--- config.mk ---
export PLATFORM = sky130hd
export DESIGN_NAME = bounded_ordered_list_table_core_flat
export DESIGN_NICKNAME = d
export VERILOG_FILES = /design/src/rtl/bolt_pkg.sv /design/src/rtl/bolt_if.sv /design/src/rtl/bounded_ordered_list_table_core.sv /design/src/flat_wrapper.sv
export SDC_FILE = /design/constraint.sdc
export NUM_CORES = 1
export LEC_CHECK = 0
export BUFFER_PORTS_ARGS = -buffer_cell sky130_fd_sc_hd__buf_2
export CORE_MARGIN = 2
export CORE_UTILIZATION = 39
export DETAILED_ROUTE_END_ITERATION = 8
export PLACE_DENSITY = 0.61
export SKIP_LAST_GASP = 1
export SYNTH_ARGS = -nofsm -noshare
export SYNTH_HDL_FRONTEND = slang
export SYNTH_SLANG_ARGS = --single-unit
export TNS_END_PERCENT = 30
--- constraint.sdc ---
create_clock -name clk -period 7.6 [get_ports clk]
set_clock_uncertainty 0.05 [all_clocks]
set_input_delay 1.14 -clock clk [delete_from_list [all_inputs] [get_ports clk]]
set_output_delay 1.14 -clock clk [all_outputs]
set_load 0.02 [all_outputs]
--- src/rtl/bolt_pkg.sv ---
// ----------------------------------------------------------------------------
// bolt_pkg: shared types and constants for the bounded ordered list table
// Operation codes, fixed field widths, register map and parameter defaults.
// ----------------------------------------------------------------------------
package bolt_pkg;

  // parameter defaults
  localparam int DEPTH_DEF  = 16;
  localparam int DATA_W_DEF = 32;

  // fixed field widths
  localparam int OP_W    = 3;
  localparam int IDX_W   = 4;
  localparam int VAL_W   = 32;
  localparam int CAP_W   = 5;
  localparam int TOTAL_W = 5;

  // config port
  localparam int APB_DW  = 32;
  localparam int PADDR_W = 3;
  localparam int REG_SEL_W = PADDR_W - 2;
  localparam logic [REG_SEL_W-1:0] REG_CAPACITY = '0;
  localparam logic [CAP_W-1:0] CAP_RESET = 5'd16;

  typedef enum logic [OP_W-1:0] {
    OP_PUSH   = 3'd0,
    OP_POP    = 3'd1,
    OP_GET    = 3'd2,
    OP_SET    = 3'd3,
    OP_REMOVE = 3'd4,
    OP_FIND   = 3'd5,
    OP_CLEAR  = 3'd6
  } op_t;

endpackage

--- src/rtl/bolt_if.sv ---
// ----------------------------------------------------------------------------
// bolt_in_if / bolt_out_if: valid/ready channels of the list table
// Command beats in, result beats out.
// ----------------------------------------------------------------------------
interface bolt_in_if;
  import bolt_pkg::*;

  logic             valid;
  logic             ready;
  logic [OP_W-1:0]  operation;
  logic [IDX_W-1:0] index;
  logic [VAL_W-1:0] new_value;

  modport source (output valid, output operation, output index, output new_value,
                  input ready);
  modport sink   (input valid, input operation, input index, input new_value,
                  output ready);
endinterface

interface bolt_out_if;
  import bolt_pkg::*;

  logic               valid;
  logic               ready;
  logic               status;
  logic [VAL_W-1:0]   read_value;
  logic [IDX_W-1:0]   found_index;
  logic [TOTAL_W-1:0] entry_total;
  logic               is_empty;
  logic               is_full;

  modport source (output valid, output status, output read_value, output found_index,
                  output entry_total, output is_empty, output is_full, input ready);
  modport sink   (input valid, input status, input read_value, input found_index,
                  input entry_total, input is_empty, input is_full, output ready);
endinterface

--- src/rtl/bounded_ordered_list_table_core.sv ---
// ----------------------------------------------------------------------------
// bounded_ordered_list_table_core: packed ordered list with shift-down remove
// Path after accept, ending in S_DONE (held until the output slot is free):
//   pop, get: S_RD, S_RD_LATCH; remove at i: S_SH_RD/S_SH_WR per entry above i;
//   find: S_FD_RD/S_FD_CMP per entry to a match or the end; other, failed: none.
// Throughput: one command at a time; the single-port read of the entry RAM
//   and the shared pointer/compare unit set the loop length for remove/find.
// Reset (rst_n, synchronous, active low): count 0, capacity 16, no result
//   pending. Entry RAM is not cleared; cells above the count are never read.
// ----------------------------------------------------------------------------
module bounded_ordered_list_table_core #(
  parameter int DEPTH  = bolt_pkg::DEPTH_DEF,
  parameter int DATA_W = bolt_pkg::DATA_W_DEF
) (
  input  logic                          clk,
  input  logic                          rst_n,
  bolt_in_if.sink                       in_if,
  bolt_out_if.source                    out_if,
  input  logic                          psel,
  input  logic                          penable,
  input  logic                          pwrite,
  input  logic [bolt_pkg::PADDR_W-1:0]  paddr,
  input  logic [bolt_pkg::APB_DW-1:0]   pwdata,
  output logic [bolt_pkg::APB_DW-1:0]   prdata,
  output logic                          pready
);
  import bolt_pkg::*;

  localparam int AW = (DEPTH > 1) ? $clog2(DEPTH) : 1;  // RAM address
  localparam int CW = $clog2(DEPTH + 1);                // count, holds DEPTH
  localparam int XW = (CW > CAP_W) ? CW : CAP_W;        // compare domain
  localparam logic [XW-1:0] DEPTH_X = XW'(DEPTH);
  localparam logic [XW-1:0] ONE_X   = XW'(1);

  // Sequencer: one shared pointer incrementer, reused by the remove shift and the
  // find scan, and one word comparator for the find scan (pop/get only read).
  typedef enum logic [2:0] {
    S_IDLE,
    S_RD,        // read issued at ptr
    S_RD_LATCH,  // read data back, capture for pop/get
    S_SH_RD,     // remove: read entry ptr+1
    S_SH_WR,     // remove: write it to entry ptr
    S_FD_RD,     // find: read entry ptr
    S_FD_CMP,    // find: compare against key
    S_DONE       // result ready, wait for output register
  } state_t;

  state_t             state_r;
  logic [CW-1:0]      count_r;
  logic [CAP_W-1:0]   cap_r;
  logic [XW-1:0]      ptr_r;
  logic [DATA_W-1:0]  word_r;
  logic [DATA_W-1:0]  rd_r;
  logic               status_r;
  logic [IDX_W-1:0]   fidx_r;

  // output holding register
  logic               out_valid_r;
  logic               out_status_r;
  logic [VAL_W-1:0]   out_read_r;
  logic [IDX_W-1:0]   out_fidx_r;
  logic [TOTAL_W-1:0] out_total_r;
  logic               out_empty_r;
  logic               out_full_r;

  // entry RAM, one write and one registered read port
  logic [DATA_W-1:0]  mem [DEPTH];
  logic               mem_we;
  logic [AW-1:0]      mem_waddr;
  logic [AW-1:0]      mem_raddr;
  logic [DATA_W-1:0]  mem_wdata;
  logic [DATA_W-1:0]  rdata_r;

  logic               accept;
  logic               out_free;
  logic               cfg_wr;
  logic [63:0]        in_ext;
  logic [63:0]        rd_ext;
  logic [DATA_W-1:0]  word_in;
  logic [XW-1:0]      cnt_x;
  logic [XW-1:0]      cap_x;
  logic [XW-1:0]      idx_in_x;
  logic [XW-1:0]      ptr_inc;
  logic               push_ok;
  logic               idx_ok;
  logic               match;

  assign accept   = in_if.valid && in_if.ready;
  assign out_free = !out_valid_r || out_if.ready;
  assign cfg_wr   = psel && penable && pwrite && pready;

  // key is taken modulo the stored word width
  assign in_ext   = 64'(in_if.new_value);
  assign word_in  = in_ext[DATA_W-1:0];
  assign rd_ext   = 64'(rd_r);

  assign cnt_x    = XW'(count_r);
  assign cap_x    = XW'(cap_r);
  assign idx_in_x = XW'(in_if.index);
  assign ptr_inc  = ptr_r + ONE_X;
  assign push_ok  = (cnt_x < cap_x) && (cnt_x < DEPTH_X);
  assign idx_ok   = idx_in_x < cnt_x;
  assign match    = (rdata_r == word_r);

  // --- config port ---------------------------------------------------------
  assign pready = 1'b1;
  assign prdata = (paddr[PADDR_W-1:2] == REG_CAPACITY) ? APB_DW'(cap_r) : '0;

  // --- RAM port steering -----------------------------------------------------
  always_comb begin
    mem_we    = 1'b0;
    mem_waddr = cnt_x[AW-1:0];
    mem_wdata = word_in;
    mem_raddr = ptr_r[AW-1:0];
    case (state_r)
      S_IDLE: begin
        if (accept) begin
          if (in_if.operation == OP_PUSH && push_ok) begin
            mem_we = 1'b1;
          end else if (in_if.operation == OP_SET && idx_ok) begin
            mem_we    = 1'b1;
            mem_waddr = idx_in_x[AW-1:0];
          end
        end
      end
      S_SH_RD: begin
        mem_raddr = ptr_inc[AW-1:0];
      end
      S_SH_WR: begin
        mem_we    = 1'b1;
        mem_waddr = ptr_r[AW-1:0];
        mem_wdata = rdata_r;
      end
      default: ;
    endcase
  end

  always_ff @(posedge clk) begin
    if (mem_we) begin
      mem[mem_waddr] <= mem_wdata;
    end
    rdata_r <= mem[mem_raddr];
  end

  // --- sequencer and registered outputs ---------------------------------------
  always_ff @(posedge clk) begin
    if (!rst_n) begin
      state_r     <= S_IDLE;
      count_r     <= '0;
      cap_r       <= CAP_RESET;
      out_valid_r <= 1'b0;
    end else begin
      if (cfg_wr && paddr[PADDR_W-1:2] == REG_CAPACITY) begin
        cap_r <= pwdata[CAP_W-1:0];
      end
      // post a finished command, else drop a beat the sink has taken
      if (state_r == S_DONE && out_free) begin
        out_valid_r <= 1'b1;
      end else if (out_if.ready) begin
        out_valid_r <= 1'b0;
      end

      unique case (state_r)
        S_IDLE: begin
          if (accept) begin
            word_r <= word_in;
            rd_r   <= '0;
            fidx_r <= '0;
            case (in_if.operation)
              OP_PUSH: begin
                status_r <= !push_ok;
                state_r  <= S_DONE;
                if (push_ok) begin
                  count_r <= count_r + CW'(1);
                end
              end
              OP_POP: begin
                status_r <= 1'b1;
                if (count_r != '0) begin
                  count_r <= count_r - CW'(1);
                  ptr_r   <= cnt_x - ONE_X;
                  state_r <= S_RD;
                end else begin
                  state_r <= S_DONE;
                end
              end
              OP_GET: begin
                status_r <= 1'b1;
                if (idx_ok) begin
                  ptr_r   <= idx_in_x;
                  state_r <= S_RD;
                end else begin
                  state_r <= S_DONE;
                end
              end
              OP_SET: begin
                status_r <= !idx_ok;
                state_r  <= S_DONE;
              end
              OP_REMOVE: begin
                if (idx_ok) begin
                  ptr_r <= idx_in_x;
                  if ((idx_in_x + ONE_X) < cnt_x) begin
                    status_r <= 1'b1;
                    state_r  <= S_SH_RD;
                  end else begin
                    // last entry: nothing to shift
                    count_r  <= count_r - CW'(1);
                    status_r <= 1'b0;
                    state_r  <= S_DONE;
                  end
                end else begin
                  status_r <= 1'b1;
                  state_r  <= S_DONE;
                end
              end
              OP_FIND: begin
                status_r <= 1'b1;
                ptr_r    <= '0;
                if (count_r != '0) begin
                  state_r <= S_FD_RD;
                end else begin
                  state_r <= S_DONE;
                end
              end
              OP_CLEAR: begin
                count_r  <= '0;
                status_r <= 1'b0;
                state_r  <= S_DONE;
              end
              default: begin
                // undefined code fails, no change
                status_r <= 1'b1;
                state_r  <= S_DONE;
              end
            endcase
          end
        end
        S_RD: begin
          state_r <= S_RD_LATCH;
        end
        S_RD_LATCH: begin
          rd_r     <= rdata_r;
          status_r <= 1'b0;
          state_r  <= S_DONE;
        end
        S_SH_RD: begin
          state_r <= S_SH_WR;
        end
        S_SH_WR: begin
          ptr_r <= ptr_inc;
          if ((ptr_inc + ONE_X) < cnt_x) begin
            state_r <= S_SH_RD;
          end else begin
            count_r  <= count_r - CW'(1);
            status_r <= 1'b0;
            state_r  <= S_DONE;
          end
        end
        S_FD_RD: begin
          state_r <= S_FD_CMP;
        end
        S_FD_CMP: begin
          if (match) begin
            status_r <= 1'b0;
            fidx_r   <= ptr_r[IDX_W-1:0];
            state_r  <= S_DONE;
          end else if (ptr_inc < cnt_x) begin
            ptr_r   <= ptr_inc;
            state_r <= S_FD_RD;
          end else begin
            state_r <= S_DONE;
          end
        end
        S_DONE: begin
          if (out_free) begin
            out_status_r <= status_r;
            out_read_r   <= rd_ext[VAL_W-1:0];
            out_fidx_r   <= fidx_r;
            out_total_r  <= cnt_x[TOTAL_W-1:0];
            out_empty_r  <= (count_r == '0);
            out_full_r   <= (cnt_x >= cap_x);
            state_r      <= S_IDLE;
          end
        end
        default: begin
          state_r <= S_IDLE;
        end
      endcase
    end
  end

  assign in_if.ready        = (state_r == S_IDLE);
  assign out_if.valid       = out_valid_r;
  assign out_if.status      = out_status_r;
  assign out_if.read_value  = out_read_r;
  assign out_if.found_index = out_fidx_r;
  assign out_if.entry_total = out_total_r;
  assign out_if.is_empty    = out_empty_r;
  assign out_if.is_full     = out_full_r;

`ifndef NO_ASSERTIONS
  // one command in flight: busy right after a beat is taken
  a_busy_after_accept: assert property (@(posedge clk) disable iff (!rst_n)
    accept |=> !in_if.ready)
    else $error("list table took a beat while busy");

  // shift loop never reads past the last live entry
  a_shift_in_range: assert property (@(posedge clk) disable iff (!rst_n)
    (state_r == S_SH_RD || state_r == S_SH_WR) |-> (ptr_inc < cnt_x))
    else $error("remove shift pointer out of range");

  // count bounded by storage
  a_count_bound: assert property (@(posedge clk) disable iff (!rst_n)
    cnt_x <= DEPTH_X)
    else $error("entry count exceeds depth");

  // a finished command shows up on the result channel next cycle
  a_result_posted: assert property (@(posedge clk) disable iff (!rst_n)
    (state_r == S_DONE && out_free) |=> (out_if.valid && in_if.ready))
    else $error("result not posted");
`endif

endmodule
--- src/flat_wrapper.sv ---
// flat-port wrapper written by rule: the top's interface ports become plain ports
module bounded_ordered_list_table_core_flat import bolt_pkg::*;
#(
  parameter int DEPTH  = bolt_pkg::DEPTH_DEF,
  parameter int DATA_W = bolt_pkg::DATA_W_DEF
)
  (clk, rst_n, psel, penable, pwrite, paddr, pwdata, prdata, pready, in_if_valid, in_if_operation, in_if_index, in_if_new_value, in_if_ready, out_if_valid, out_if_status, out_if_read_value, out_if_found_index, out_if_entry_total, out_if_is_empty, out_if_is_full, out_if_ready);
  bolt_in_if in_if_i ();
  bolt_out_if out_if_i ();
  input  logic clk;
  input  logic rst_n;
  input  logic psel;
  input  logic penable;
  input  logic pwrite;
  input  logic [bolt_pkg::PADDR_W-1:0] paddr;
  input  logic [bolt_pkg::APB_DW-1:0] pwdata;
  output logic [bolt_pkg::APB_DW-1:0] prdata;
  output logic pready;
  input wire logic [$bits(in_if_i.valid)-1:0] in_if_valid;
  input wire logic [$bits(in_if_i.operation)-1:0] in_if_operation;
  input wire logic [$bits(in_if_i.index)-1:0] in_if_index;
  input wire logic [$bits(in_if_i.new_value)-1:0] in_if_new_value;
  output wire logic [$bits(in_if_i.ready)-1:0] in_if_ready;
  output wire logic [$bits(out_if_i.valid)-1:0] out_if_valid;
  output wire logic [$bits(out_if_i.status)-1:0] out_if_status;
  output wire logic [$bits(out_if_i.read_value)-1:0] out_if_read_value;
  output wire logic [$bits(out_if_i.found_index)-1:0] out_if_found_index;
  output wire logic [$bits(out_if_i.entry_total)-1:0] out_if_entry_total;
  output wire logic [$bits(out_if_i.is_empty)-1:0] out_if_is_empty;
  output wire logic [$bits(out_if_i.is_full)-1:0] out_if_is_full;
  input wire logic [$bits(out_if_i.ready)-1:0] out_if_ready;
  assign in_if_i.valid = in_if_valid;
  assign in_if_i.operation = in_if_operation;
  assign in_if_i.index = in_if_index;
  assign in_if_i.new_value = in_if_new_value;
  assign in_if_ready = in_if_i.ready;
  assign out_if_valid = out_if_i.valid;
  assign out_if_status = out_if_i.status;
  assign out_if_read_value = out_if_i.read_value;
  assign out_if_found_index = out_if_i.found_index;
  assign out_if_entry_total = out_if_i.entry_total;
  assign out_if_is_empty = out_if_i.is_empty;
  assign out_if_is_full = out_if_i.is_full;
  assign out_if_i.ready = out_if_ready;
  bounded_ordered_list_table_core #(.DEPTH(DEPTH), .DATA_W(DATA_W)) u_core (.clk(clk), .rst_n(rst_n), .in_if(in_if_i), .out_if(out_if_i), .psel(psel), .penable(penable), .pwrite(pwrite), .paddr(paddr), .pwdata(pwdata), .prdata(prdata), .pready(pready));
endmodule
==> reports/summary.txt <==
Run status -> complete, no violations
Rows -> 96
Die Area -> 71900 um^2
DR iter-0 viols -> 1259
Global-route wire length before repair -> 91000 um
DR DRC count -> 0
Initial core utilization -> 39.5%
FILL cells -> 5895
Post-Synthesis Cells -> 1501
Port Buf Inserts -> 102
Antenna violations before repair -> 3
Tot GR Track Use -> 17.5%
CTS root buf -> clkbuf_16
Fin cells -> 2629
Routability cong. -> 0.810
Tot Pwr -> 11.1 mW
Fraction of layout cells with a size suffix above 1 -> 24.4%
Via Count -> 14.0k
PD cells -> 355 nW/um^2
Peak fanout along the critical path -> 109
RSZ-0062 raised after global routing -> false
Crit-path leading delay family -> buffers and inverters
Worst-Skew Late Latency -> 610 ps
Crit Path Class -> reg -> reg
Final Hold Viols -> 0
Crit-path slowest cell -> dfxtp_1
Min Clock Period, post-route -> 3970 ps
Slew Limit Headroom -> 32.9%
Final setup fails -> 0
Element type at the critical path start -> flip-flop
Largest net degree at the start of global routing -> 129
Share of the yosys chip area belonging to registers -> 72.9%
Fmax -> 252 MHz
Die X -> 268 um
Clock transition at the registers of the reported paths -> 60 ps
Post-CTS setup buffer count -> 0
Design area -> 31200 um^2
Synth-to-layout area growth -> 14.7%
Yosys warnings -> 0
Crit-path max cell delay -> 770 ps
TritonCTS Buffers -> 71
Predominant post-synthesis flop cell -> edfxtp_1
Post-synth EDFFs -> 630
Overflow after GRT -> 0
Multi-input logic area -> 6940 um^2
Worst-case vdd ir drop -> 244 uV
Worst Setup End Kind -> flip-flop
Worst hold path type -> reg -> reg
Placed cells -> 2496
Tcrit/Tclk final -> 52.2%
Syn Std Cell Area -> 27200 um^2
Vias/cell -> 5.31
Async set-or-reset flop fraction in the synthesized netlist -> 0%
Transition time of the tightest slew-check pin -> 1010 ps
Syn Area/Cell -> 18.1 um^2
Max Cap Viol -> 0
Dpl hpwl -> 34000 um
Commonest cells after routing, fill and taps aside -> 630 x edfxtp_1, 128 x mux4_2, 121 x nand2_1
Die Y -> 268 um
CTS tree -> done
CP Buf/Inv Count -> 2
DR pass1 iterations -> 5
Nets@finish -> 1744
WHS -> 362 ps
Io pins -> 160
Antenna Nets Post-Route -> 0
FF+latch area -> 19800 um^2
Slew Viols, Final -> 0
Hold-fix buffers, CTS -> 0
Setup_tns -> 0 ps
Critical path, cell by cell -> nand3b_2 > xnor2_4 > buf_4 > buf_12 > mux4_2 > nor2b_1 > a211oi_1 > a21oi_1
Core box area -> 68800 um^2
Post-CTS resize count -> 0
Worst path required time -> 7970 ps
Leakage power -> 10.4 nW
Arrival @ worst endpoint -> 4340 ps
Number of global-route vias before repair -> 14.0k
Clock buffer depth -> 3
Distinct cells, synth -> 70
Commonest non-fill, non-tap cell in the layout -> edfxtp_1
Wirelength per Cell -> 23.6 um
H-tree levels -> 3
Seq cells post-synth -> 676
Clk sink count -> 676
Placed cell areas -> 28800 um^2
WL final -> 62100 um
==> final timing paths <==
kind / startpoint / end / slack [ps] / depth (start not counted)
hold / removal: u_core.rd_r[15] / u_core.out_if.read_value[15] / 360 / 0
setup reg to reg: u_core.state_r[0] / u_core.rdata_r[8] / 3630 / 8
hold reg to reg: u_core.rd_r[15] / u_core.out_if.read_value[15] / 360 / 0
setup / recovery: u_core.state_r[0] / u_core.rdata_r[8] / 3630 / 8
==> cell families (layout without fill, tap and decap cells) <==
group | after synthesis | after routing | synth area share (%)
and+or+nand+nor | 303 | 303 | 5.65
xor gates and xnor gates | 47 | 47 | 1.54
buffers and inverters | 122 | 292 | 2.50
muxes | 169 | 169 | 12.1
AOI/OAI and AO/OA | 157 | 157 | 4.09
DFF | 676 | 676 | 72.9
adders and majority gates | 25 | 25 | 1.15
other | 2 | 29 | 0.0276
==> cell type report <==
class | instances | share of cell area [%]
Sequential cell | 676 | 63.6
Antenna cell | 1 | 0.00802
Multi-Input combinational cell | 729 | 22.2
Inverter | 19 | 0.229
Tap cell | 931 | 3.73
Clock buffer | 92 | 6.18
Clock inverter | 40 | 1.38
Timing Repair Buffer | 141 | 2.65
==> where the power goes <==
part           leakage, nW  internal (mW)  switching (mW)
Clock                 1.14           2.05            1.44
Combinational         3.15          0.976            1.66
Sequential            6.08           4.75           0.200
Total                 10.4           7.78            3.30
==> metrics by stage <==
| stage | util (%) | worst slack [ps] |
|---|---|---|
| 4_1_cts | 45.3 | 3550 |
| 2_1_floorplan | - | 1380 |
| 3_5_place_dp | 41.9 | 3380 |
| 5_1_grt | 45.3 | 3280 |
| 6_report | 45.3 | 3630 |
| 3_3_place_gp | 41.9 | 3420 |
==> flip-flops by register name, summed over array words and instances (netlist names) <==
name / count
u_core.cap_r: 5
u_core.cnt_x: 5
u_core.fidx_r: 4
u_core.mem: 512
u_core.out_if.entry_total: 5
u_core.out_if.found_index: 4
u_core.out_if.is_empty: 1
u_core.out_if.is_full: 1
u_core.out_if.read_value: 32
u_core.out_if.status: 1
u_core.out_if.valid: 1
u_core.ptr_r: 5
u_core.rd_r: 32
u_core.rdata_r: 32
u_core.state_r: 3
u_core.status_r: 1
u_core.word_r: 32
==> worst register-to-register path: cells and delay by family, from the launching register on <==
family | cells | cell delay [ps]
buffers and inverters | 2 | 1170
DFF | 1 | 770
muxes | 1 | 660
and+or+nand+nor | 2 | 500
AOI/OAI and AO/OA | 2 | 420
xor gates and xnor gates | 1 | 200
==> Yosys cell counts (9+ instances only) <==
| master | n | area (um^2) |
|---|---|---|
| a211oi_1 | 38 | 285 |
| a21oi_1 | 47 | 235 |
| and2_1 | 36 | 225 |
| and3_1 | 9 | 56.3 |
| buf_2 | 22 | 110 |
| buf_4 | 30 | 225 |
| buf_6 | 11 | 124 |
| clkbuf_1 | 38 | 143 |
| dfxtp_1 | 46 | 921 |
| edfxtp_1 | 630 | 18900 |
| ha_1 | 25 | 313 |
| inv_1 | 17 | 63.8 |
| mux2i_1 | 41 | 410 |
| mux4_2 | 128 | 2880 |
| nand2_1 | 121 | 454 |
| nand4_1 | 9 | 56.3 |
| nor2_1 | 28 | 105 |
| nor2b_1 | 44 | 275 |
| nor3_1 | 13 | 65.1 |
| nor4_1 | 15 | 93.8 |
| o21ai_0 | 15 | 75.1 |
| xnor2_1 | 41 | 359 |
==> per-layer routing <==
metal	GRT usage [%]	part of all wire [%]	wire length (um)
met4	4.20	2.0	1250
met1	24.6	45	27700
met5	0	0	0
met3	3.11	5.5	3380
met2	28.4	48	29800
(Power assumes the default switching activity.)
